[src/hw/rtl/sfcd_pkg.sv]
`timescale 1ns / 1ps
// ----------------------------------------------------------------------------
// sfcd_pkg
// Shared types, constants and the CRC-8 byte update for the frame decoder.
// ----------------------------------------------------------------------------
package sfcd_pkg;

    localparam logic [7:0]  CRC_INIT    = 8'hFF;
    localparam logic [7:0]  CRC_POLY    = 8'h31;

    // conversion scales in hundredths; divisor 2^16-1 is handled by shifts
    localparam logic [14:0] TEMP_SCALE  = 15'd17500;
    localparam logic [14:0] TEMP_OFFSET = 15'd4500;
    localparam logic [13:0] HUM_SCALE   = 14'd10000;

    localparam int TDATA_OUT_W = 96;

    typedef struct packed {
        logic [15:0] first_word;
        logic [15:0] second_word;
        logic        crc_error;
    } frame_t;

    // MSB-first CRC-8 over one byte, unrolled
    function automatic logic [7:0] crc8_byte(input logic [7:0] crc, input logic [7:0] data);
        logic [7:0] c;
        c = crc ^ data;
        for (int k = 0; k < 8; k++) begin
            if (c[7]) begin
                c = {c[6:0], 1'b0} ^ CRC_POLY;
            end else begin
                c = {c[6:0], 1'b0};
            end
        end
        return c;
    endfunction

endpackage

[src/hw/rtl/sfcd_frame_parse.sv]
`timescale 1ns / 1ps
// ----------------------------------------------------------------------------
// sfcd_frame_parse
// Input register, byte position tracking, word assembly and CRC checks.
// ----------------------------------------------------------------------------
module sfcd_frame_parse (
    input  logic            aclk,
    input  logic            aresetn,
    input  logic            s_tvalid,
    output logic            s_tready,
    input  logic [7:0]      s_tdata,
    input  logic            s_tuser,
    output logic            frame_valid,
    input  logic            frame_ready,
    output sfcd_pkg::frame_t frame
);

    localparam logic [2:0] POS_W1_HI  = 3'd0;
    localparam logic [2:0] POS_W1_LO  = 3'd1;
    localparam logic [2:0] POS_W1_CRC = 3'd2;
    localparam logic [2:0] POS_W2_HI  = 3'd3;
    localparam logic [2:0] POS_W2_LO  = 3'd4;
    localparam logic [2:0] POS_W2_CRC = 3'd5;

    logic        in_valid_reg;
    logic [7:0]  in_byte_reg;
    logic        in_start_reg;

    logic [2:0]  pos_reg,      pos_next;
    logic [7:0]  crc_reg,      crc_next;
    logic [15:0] word_one_reg, word_one_next;
    logic [7:0]  w2_hi_reg,    w2_hi_next;
    logic [7:0]  w2_lo_reg,    w2_lo_next;
    logic        bad_reg,      bad_next;

    logic [2:0]  pos_eff;
    logic        is_last;
    logic        take;
    logic [7:0]  crc_upd;

    always_comb begin
        pos_eff = (in_start_reg || pos_reg > POS_W2_CRC) ? POS_W1_HI : pos_reg;
    end

    assign is_last     = (pos_eff == POS_W2_CRC);
    assign frame_valid = in_valid_reg && is_last;
    assign take        = in_valid_reg && (!is_last || frame_ready);
    assign s_tready    = !in_valid_reg || take;
    assign crc_upd     = sfcd_pkg::crc8_byte(crc_reg, in_byte_reg);

    assign frame.first_word  = word_one_reg;
    assign frame.second_word = {w2_hi_reg, w2_lo_reg};
    assign frame.crc_error   = bad_reg || (crc_reg != in_byte_reg);

    always_comb begin
        pos_next      = pos_eff + 3'd1;
        crc_next      = crc_reg;
        word_one_next = word_one_reg;
        w2_hi_next    = w2_hi_reg;
        w2_lo_next    = w2_lo_reg;
        bad_next      = bad_reg;
        case (pos_eff)
            POS_W1_HI: begin
                crc_next      = sfcd_pkg::crc8_byte(sfcd_pkg::CRC_INIT, in_byte_reg);
                bad_next      = 1'b0;
                word_one_next = {in_byte_reg, 8'h00};
            end
            POS_W1_LO: begin
                crc_next      = crc_upd;
                word_one_next = {word_one_reg[15:8], in_byte_reg};
            end
            POS_W1_CRC: begin
                bad_next = (crc_reg != in_byte_reg);
                crc_next = sfcd_pkg::CRC_INIT;
            end
            POS_W2_HI: begin
                crc_next   = crc_upd;
                w2_hi_next = in_byte_reg;
            end
            POS_W2_LO: begin
                crc_next   = crc_upd;
                w2_lo_next = in_byte_reg;
            end
            default: begin
                crc_next = sfcd_pkg::CRC_INIT;
                pos_next = POS_W1_HI;
            end
        endcase
    end

    always_ff @(posedge aclk) begin
        if (!aresetn) begin
            in_valid_reg <= 1'b0;
            pos_reg      <= POS_W1_HI;
            crc_reg      <= sfcd_pkg::CRC_INIT;
            word_one_reg <= '0;
            w2_hi_reg    <= '0;
            w2_lo_reg    <= '0;
            bad_reg      <= 1'b0;
        end else begin
            if (s_tready) begin
                in_valid_reg <= s_tvalid;
            end
            if (take) begin
                pos_reg      <= pos_next;
                crc_reg      <= crc_next;
                word_one_reg <= word_one_next;
                w2_hi_reg    <= w2_hi_next;
                w2_lo_reg    <= w2_lo_next;
                bad_reg      <= bad_next;
            end
        end
    end

    always_ff @(posedge aclk) begin
        if (s_tready && s_tvalid) begin
            in_byte_reg  <= s_tdata;
            in_start_reg <= s_tuser;
        end
    end

endmodule

[src/hw/rtl/sfcd_scale.sv]
`timescale 1ns / 1ps
// ----------------------------------------------------------------------------
// sfcd_scale
// Product register, divide by 65535 via shift-add, and result register.
// ----------------------------------------------------------------------------
module sfcd_scale (
    input  logic            aclk,
    input  logic            aresetn,
    input  logic            frame_valid,
    output logic            frame_ready,
    input  sfcd_pkg::frame_t frame,
    output logic            m_tvalid,
    input  logic            m_tready,
    output logic [sfcd_pkg::TDATA_OUT_W-1:0] m_tdata,
    output logic            m_tuser
);

    logic        prod_valid_reg;
    logic [15:0] prod_w1_reg;
    logic [15:0] prod_w2_reg;
    logic        prod_err_reg;
    logic [30:0] temp_prod_reg;
    logic [29:0] hum_prod_reg;

    logic        out_valid_reg;
    logic [15:0] out_w1_reg;
    logic [15:0] out_w2_reg;
    logic        out_err_reg;
    logic [14:0] out_temp_reg;
    logic [13:0] out_hum_reg;

    logic        out_en;
    logic [31:0] temp_sum;
    logic [30:0] hum_sum;
    logic [14:0] temp_quot;
    logic [13:0] hum_quot;

    assign out_en      = !out_valid_reg || m_tready;
    assign frame_ready = !prod_valid_reg || out_en;

    // floor(x / 65535) = (x + (x >> 16) + 1) >> 16 for x below 2^32 - 1
    assign temp_sum  = {1'b0, temp_prod_reg} + {17'd0, temp_prod_reg[30:16]} + 32'd1;
    assign hum_sum   = {1'b0, hum_prod_reg} + {17'd0, hum_prod_reg[29:16]} + 31'd1;
    assign temp_quot = temp_sum[30:16];
    assign hum_quot  = hum_sum[29:16];

    always_ff @(posedge aclk) begin
        if (!aresetn) begin
            prod_valid_reg <= 1'b0;
            out_valid_reg  <= 1'b0;
        end else begin
            if (frame_ready) begin
                prod_valid_reg <= frame_valid;
            end
            if (out_en) begin
                out_valid_reg <= prod_valid_reg;
            end
        end
    end

    always_ff @(posedge aclk) begin
        if (frame_ready && frame_valid) begin
            prod_w1_reg   <= frame.first_word;
            prod_w2_reg   <= frame.second_word;
            prod_err_reg  <= frame.crc_error;
            temp_prod_reg <= 31'(frame.first_word * sfcd_pkg::TEMP_SCALE);
            hum_prod_reg  <= 30'(frame.second_word * sfcd_pkg::HUM_SCALE);
        end
        if (out_en && prod_valid_reg) begin
            out_w1_reg   <= prod_w1_reg;
            out_w2_reg   <= prod_w2_reg;
            out_err_reg  <= prod_err_reg;
            // wraps through 15 bits; the true result always fits
            out_temp_reg <= temp_quot - sfcd_pkg::TEMP_OFFSET;
            out_hum_reg  <= hum_quot;
        end
    end

    assign m_tvalid = out_valid_reg;
    assign m_tuser  = out_err_reg;
    assign m_tdata  = {3'b000, out_hum_reg, out_temp_reg, out_w1_reg, out_w2_reg,
                       out_w2_reg, out_w1_reg};

endmodule

[src/hw/rtl/sensor_frame_crc_decode_unit.sv]
`timescale 1ns / 1ps
// ----------------------------------------------------------------------------
// sensor_frame_crc_decode_unit
// Six-byte sensor frame decoder: CRC-8 word checks and unit conversion.
// ----------------------------------------------------------------------------
// Throughput: one byte per cycle unless m_tready stalls, with a combinational CRC update.
// Path: the sixth byte's result reaches m_tvalid through the input register,
//   then the product register, then the result register.
// Reset: aresetn clears the byte position, the CRC to 0xFF and all valid flags.
module sensor_frame_crc_decode_unit (
    input  logic        aclk,
    input  logic        aresetn,
    input  logic        s_tvalid,
    output logic        s_tready,
    input  logic [7:0]  s_tdata,   // [7:0] data_byte
    input  logic        s_tuser,   // [0] frame_start
    output logic        m_tvalid,
    input  logic        m_tready,
    // [15:0] first_word, [31:16] second_word, [63:32] serial_value,
    // [78:64] temperature_centi, [92:79] humidity_centi, [95:93] zero
    output logic [sfcd_pkg::TDATA_OUT_W-1:0] m_tdata,
    output logic        m_tuser    // [0] crc_error
);

    logic             frame_valid;
    logic             frame_ready;
    sfcd_pkg::frame_t frame;

    sfcd_frame_parse u_parse (
        .aclk        (aclk),
        .aresetn     (aresetn),
        .s_tvalid    (s_tvalid),
        .s_tready    (s_tready),
        .s_tdata     (s_tdata),
        .s_tuser     (s_tuser),
        .frame_valid (frame_valid),
        .frame_ready (frame_ready),
        .frame       (frame)
    );

    sfcd_scale u_scale (
        .aclk        (aclk),
        .aresetn     (aresetn),
        .frame_valid (frame_valid),
        .frame_ready (frame_ready),
        .frame       (frame),
        .m_tvalid    (m_tvalid),
        .m_tready    (m_tready),
        .m_tdata     (m_tdata),
        .m_tuser     (m_tuser)
    );

endmodule

[config.mk]
export PLATFORM = sky130hd
export DESIGN_NAME = sensor_frame_crc_decode_unit
export DESIGN_NICKNAME = d
export VERILOG_FILES = /design/src/hw/rtl/sfcd_pkg.sv /design/src/hw/rtl/sfcd_frame_parse.sv /design/src/hw/rtl/sfcd_scale.sv /design/src/hw/rtl/sensor_frame_crc_decode_unit.sv
export SDC_FILE = /design/constraint.sdc
export NUM_CORES = 1
export LEC_CHECK = 0
export BUFFER_PORTS_ARGS = -buffer_cell sky130_fd_sc_hd__buf_2
export CORE_ASPECT_RATIO = 1.5
export CORE_UTILIZATION = 38
export DETAILED_ROUTE_END_ITERATION = 16
export GPL_TIMING_DRIVEN = 0
export PLACE_DENSITY = 0.58
export SLEW_MARGIN = 20
export SYNTH_ARGS = -nofsm -noshare
export SYNTH_HDL_FRONTEND = slang
export SYNTH_HIERARCHICAL = 1
export SYNTH_SLANG_ARGS = --single-unit
[constraint.sdc]
create_clock -name aclk -period 12.86 [get_ports aclk]
set_clock_uncertainty 0.15 [all_clocks]
set_input_delay 0.643 -clock aclk [delete_from_list [all_inputs] [get_ports aclk]]
set_output_delay 0.643 -clock aclk [all_outputs]
set_load 0.005 [all_outputs]
==> results.cfg, run 1 <==
[outcome]
status = finished, final reports clean

[timing]
setup_viol_count_final = 0
max_freq_ghz = 0.182
hold_viol = 0
tns_ns = 0
worst_pin_slew_ns = 0.697
min_period_over_period_pct = 42.7
slew_headroom_pct = 53.4
maxSlewViolCount = 0
period_minus_slack_ns = 5.49
grt_setup_unrepaired = no

[synthesis]
ys.flop_type = edfxtp_1
syn-cell-area_um2 = 14100
ys.warnings.count = 6
synth.yosys.seq_area_share_pct = 39.4
ys_async_sr_fraction_pct = 0
syn_avg_cell_area_um2 = 11.5
synth_cell_types = 76
synth-edff-count = 154
syn_inst = 1234
synth-seq-cells = 201

[setup_path]
cp_slowest_cell = fa_1
r2r-start = u_parse/w2_lo_reg[6]
critPathCaptureType = register
required_ns = 12.98
cp_common_cell = inv_1
critPathMaxStageDelay_ns = 0.57
crit_chain = inv_1 -> fa_1 -> inv_1 -> ha_1 -> fa_1 -> ha_1 -> inv_1 -> fa_1 -> inv_1 -> ha_1 -> clkbuf_1 -> a211o_1 -> o211ai_1 -> a311oi_1 -> o31ai_1 -> o21bai_1 -> a21oi_1 -> xnor2_1
cp.arrival_ns = 5.61
crit_family = adder cells
cp-startpoint = u_parse/w2_lo_reg[6]
crit_fanout = 7
path_class = register to register
worst-path-buf-inv = 5
startpoint_type = register

[cts]
clock-root-buffer = clkbuf_16
tritoncts = done
clk_latency_ns = 0.52
clkSlewWorstSetupHoldPaths_ns = 0.06
numCtsBuffers = 22
cts_setup_buffers = 0
cts-resized-gates = 0
h-tree-depth = 1
cts_sinks = 201
clockBufferDepth = 3
ctsHoldBuffers = 0

[pwr]
p_switching_mw = 0.358
pwr-share-seq_pct = 47.9
power_leakage_nw = 7.50
comb_power_share_pct = 11.0
clockPowerShare_pct = 41.1
internal_power_mw = 1.13
max-vdd-ir-drop_v = 0.0000724
switching_share_pct = 24.1
powerDensity_nw_per_um2 = 92.5

[detailed_routing]
firstDrtPassIters = 4
drt_iter0_drc = 261
vias_per_cell = 4.81
vias = 8992
route.detailed.drc = 0
wirelength_um = 27000
ant_nets = 0
wl_per_cell_um = 14.5

[floorplanning]
die_w_um = 159
die-area_um2 = 38000
die_h_um = 238
core_area_um2 = 36700
initial_utilization_pct = 38.5
io_pins = 112
fp-row-count = 86

[hold_path]
worstHoldStart = s_tdata[2]
hold_path_class = primary input to register

[global_routing]
grtUsageTotal_pct = 14.8
grt_first_pass_wirelength_um = 45200
overflow = 0
grt_pass1_vias = 9113
grt_antenna_before_repair = 0
grt_max_degree = 60

[finish]
diodes = 0
area_delta_synth_final_pct = 13.7
drive_above_1_share_pct = 15.4
fin_util_pct = 43.8
n_fill_cell = 3445
final_nets = 1661
largest_reg_flops = 28

[run]
drv_cap = 0

[placed_design]
numPortBuffers = 108
place_congestion = 0.819
dpl.hpwl_um = 21600
## cell usage in the layout (no fill, tap or decap), types with 4 or more instances in the layout
cell type,instances
clkbuf_1,9
mux2i_1,17
o21bai_1,10
a22oi_1,9
a21oi_1,51
xnor2_1,64
nor2b_1,7
clkbuf_16,22
nand3_1,28
edfxtp_1,154
clkinv_1,7
nand4_1,6
buf_4,37
ha_1,197
or3_1,7
nor3_1,10
a31oi_1,4
fa_1,80
and3_1,4
and2_1,10
a21o_1,16
nand2b_1,6
o21a_1,12
dfxtp_1,47
xor2_1,28
o21ai_0,22
buf_2,115
a211oi_1,10
o21ai_1,8
nor2_1,64
inv_1,184
o31ai_1,7
nand2_1,50
o211ai_1,6
## cells by family after synthesis
kind of cell	count (synthesis)	synth area share, %
adders and majority gates	278	28.9
buffers and inverters	240	7.47
and+or+nand+nor	213	7.48
DFF	201	39.4
AOI/OAI and AO/OA	185	8.87
xor gates and xnor gates	98	6.60
muxes	18	1.31
other	1	0.0265
## routing by layer
layer / routed length (µm) / up-vias / track usage (%)
met5: 0 / - / 0
met4: 670 / 0 / 5.01
met3: 798 / 39 / 1.58
met2: 14000 / 151 / 27.4
met1: 11600 / 4311 / 17.7
li1: - / 4491 / -
## per-stage QoR
step,total power [mW],worst slack (ns),std cells,hold WS (ns),area [µm²]
after detailed placement,0.890,7.34,1831,0.255,15400
after global placement,0.888,7.01,1828,0.253,15300
after CTS,1.51,7.32,1870,0.110,16100
after global routing,1.56,7.06,1870,0.117,16100
after floorplan,0.854,7.99,1236,0.250,14100
final,1.49,7.37,1870,0.141,16100
## layout make-up
cell class	instances	area [µm²]	area share [%]
plain buffers	54	358	2.23
flip-flops and latches	201	5570	34.6
multi-input cells	795	7530	46.8
well taps	484	606	3.77
inverters	186	698	4.34
clock inverters	16	149	0.926
repair buffers	111	616	3.83
clock buffers	23	554	3.45
## path summary, 6_finish.rpt
path,to,slack [ns],cells past startpoint
setup / recovery,u_scale/hum_prod_reg[29],7.37,18
hold / removal,u_parse/in_byte_reg[2],0.14,1
setup reg to reg,u_scale/hum_prod_reg[29],7.37,18
hold reg to reg,u_scale/out_w1_reg[7],0.26,0
## cells in the mapped netlist, types with 16 or more instances
cell      count  area share (%)
a21o_1       16            0.85
a21oi_1      51             1.8
buf_4        37             2.0
dfxtp_1      47             6.7
edfxtp_1    154              33
fa_1         80              11
ha_1        197              17
inv_1       184             4.9
mux2i_1      17             1.2
nand2_1      50             1.3
nand3_1      28            0.99
nor2_1       64             1.7
o21ai_0      22            0.78
xnor2_1      64             4.0
xor2_1       28             1.7
## power groups by stage
stage	Clock, mW	Sequential, mW	Combinational [mW]
6_report	0.611	0.712	0.164
3_3_place_gp	0	0.727	0.161
3_5_place_dp	0	0.727	0.163
5_1_grt	0.659	0.713	0.187
2_1_floorplan	0	0.722	0.132
4_1_cts	0.633	0.713	0.165
No activity file was read; power rests on OpenSTA's default activity.
==> run 2: changes to the inputs <==
PLACE_DENSITY = 0.6   (was 0.58)
clock period = 4.84 ns   (was 12.86 ns; I/O delays follow)
==> results.cfg, run 2 (synthesis gave the netlist of run 1 again) <==
[cts]
clkSlewWorstSetupHoldPaths_ns = 0.07
numCtsBuffers = 21
cts_sinks = 201
tritoncts = done
clk_latency_ns = 0.51
clockBufferDepth = 3
h-tree-depth = 1
clock-root-buffer = clkbuf_16

[detailed_routing]
wl_per_cell_um = 14.6
vias_per_cell = 4.80
firstDrtPassIters = 4
route.detailed.drc = 0
drt_iter0_drc = 362
ant_nets = 0
wirelength_um = 27800
vias = 9137

[floorplanning]
io_pins = 112
die_h_um = 238
fp-row-count = 86
core_area_um2 = 36700
initial_utilization_pct = 38.5
die-area_um2 = 38000
die_w_um = 159

[timing]
worst_slack_ns = 0.138
period_minus_slack_ns = 4.70
slew_headroom_pct = 51.8
max_freq_ghz = 0.213
min_period_over_period_pct = 97.1
setup_viol_count_final = 0
worst_pin_slew_ns = 0.724
hold_viol = 0
maxSlewViolCount = 0

[global_routing]
grt_max_degree = 49
overflow = 0
grt_antenna_before_repair = 0
grtUsageTotal_pct = 15.0
grt_pass1_vias = 9201
grt_first_pass_wirelength_um = 46000

[setup_path]
cp.arrival_ns = 4.81
cp_slowest_cell = fa_1
endpoint = u_scale/hum_prod_reg[28]
critPathMaxStageDelay_ns = 0.54
r2r_setup_slack_ns = 0.14
required_ns = 4.95
r2r-start = u_parse/w2_hi_reg[2]
path_class = register to register
critPathCaptureType = register
cp_common_cell = fa_1
cp-startpoint = u_parse/w2_hi_reg[2]
crit_chain = clkinvlp_4 -> fa_1 -> inv_1 -> ha_1 -> fa_1 -> ha_1 -> fa_1 -> ha_4 -> o21a_4 -> o21ai_4 -> o31ai_2 -> o31ai_2 -> a21oi_2 -> o21a_1 -> nor2_1 -> xnor2_1
startpoint_type = register
r2r_cells = 16
r2r-end = u_scale/hum_prod_reg[28]
crit_fanout = 5

[finish]
largest_reg_flops = 28
final_nets = 1695
diodes = 0
area_delta_synth_final_pct = 17.4
layout_common_cells = ha_1 (190), inv_1 (180), edfxtp_1 (154), buf_2 (115), fa_1 (79)
final_common_cell = ha_1
design_area_um2 = 16600
drive_above_1_share_pct = 20.7
n_fill_cell = 3383
multiInputGateArea_um2 = 7730
seq_area_um2 = 5630

[pwr]
internal_power_mw = 2.92
p_switching_mw = 0.962
power_leakage_nw = 7.66
max-vdd-ir-drop_v = 0.000260
comb_power_share_pct = 11.6
clockPowerShare_pct = 39.7
switching_share_pct = 24.8
power_mw = 3.88
powerDensity_nw_per_um2 = 234
pwr-share-seq_pct = 48.6

[placed_design]
numPortBuffers = 108
dp_slack_ns = -0.568
place_congestion = 0.829
dpl.hpwl_um = 21600
postPlaceCellArea_um2 = 15400

[hold_path]
hold_path_class = register to register

[run]
drv_cap = 0

[outcome]
status = finished, final reports clean
## run 2: cell types whose count changed in the layout (fill, tap and decap cells not counted), moves of 7 or more
cell,previous run,this run
buf_4,37,60
dfxtp_1,47,23
dfxtp_2,0,11
dfxtp_4,0,13
dlygate4sd3_1,0,13
ha_1,197,190
o21ai_0,22,14
## run 2: area by class of cell
type,count,share of cell area [%]
multi-input cells,795,46.6
repair buffers,147,5.49
well taps,484,3.65
clock inverters,12,0.490
clock buffers,26,3.47
flip-flops and latches,201,33.9
plain buffers,53,2.13
inverters,186,4.25
## run 2: through the flow
| stage | utilization, % | setup TNS, ns | cells | hold slack (ns) |
|---|---|---|---|---|
| CTS | 44.5 | 0 | 1887 | 0.260 |
| detailed placement | 41.9 | -5.55 | 1831 | 0.255 |
| global placement | 41.7 | -45.57 | 1828 | 0.252 |
| floorplan | - | 0 | 1236 | 0.191 |
| finish | 45.2 | 0 | 1904 | 0.267 |
| global route | 45.2 | -0.0370 | 1904 | 0.275 |
## run 2: worst max-delay path, delay by kind of cell, from the launching register on
kind | cells | cell delay, ns
adder cells (fa/ha/maj) | 6 | 2.37
AO/OA/AOI/OAI | 6 | 1.20
flip-flops | 1 | 0.38
buffers and inverters | 2 | 0.16
AND/OR/NAND/NOR | 1 | 0.12
XOR/XNOR | 1 | 0.07
## run 2: layer usage
layer  part of all wire [%]  vias to the layer above  GRT usage (%)
li1                       -                     4566              -
met3                    3.1                       45           1.55
met4                    2.4                        0           4.98
met5                      0                        -              0
met1                     43                     4360           17.7
met2                     52                      166           28.2
## run 2: worst min path at each step
stage                                       start                endpoint  slack, ns  cells after the start
after floorplan                        s_tdata[0]  u_parse/in_byte_reg[0]       0.19                      0
after detailed placement   u_scale/prod_w1_reg[4]   u_scale/out_w1_reg[4]       0.26                      0
after CTS                              s_tdata[7]  u_parse/in_byte_reg[7]       0.26                      2
after global routing      u_scale/prod_w1_reg[11]  u_scale/out_w1_reg[11]       0.28                      0
final                     u_scale/prod_w1_reg[15]  u_scale/out_w1_reg[15]       0.27                      0
after global placement    u_scale/prod_w1_reg[15]  u_scale/out_w1_reg[15]       0.25                      0
## run 2: repair_timing
item / CTS / global route
cloned: 0 / 0
resized for setup: 45 / 42
hold buffers: 13 / 0
pin swaps: 7 / 14
setup buffers: 6 / 17
endpoints found under the hold margin: 16 / 0
endpoints found under the setup margin: 23 / 16
## run 2: power by group through the flow
stage | clock network (mW) | registers, mW | logic, mW
global placement | 0 | 1.93 | 0.428
CTS | 1.59 | 1.89 | 0.448
global route | 1.66 | 1.89 | 0.511
finish | 1.54 | 1.89 | 0.451
detailed placement | 0 | 1.93 | 0.436
floorplan | 0 | 1.92 | 0.351
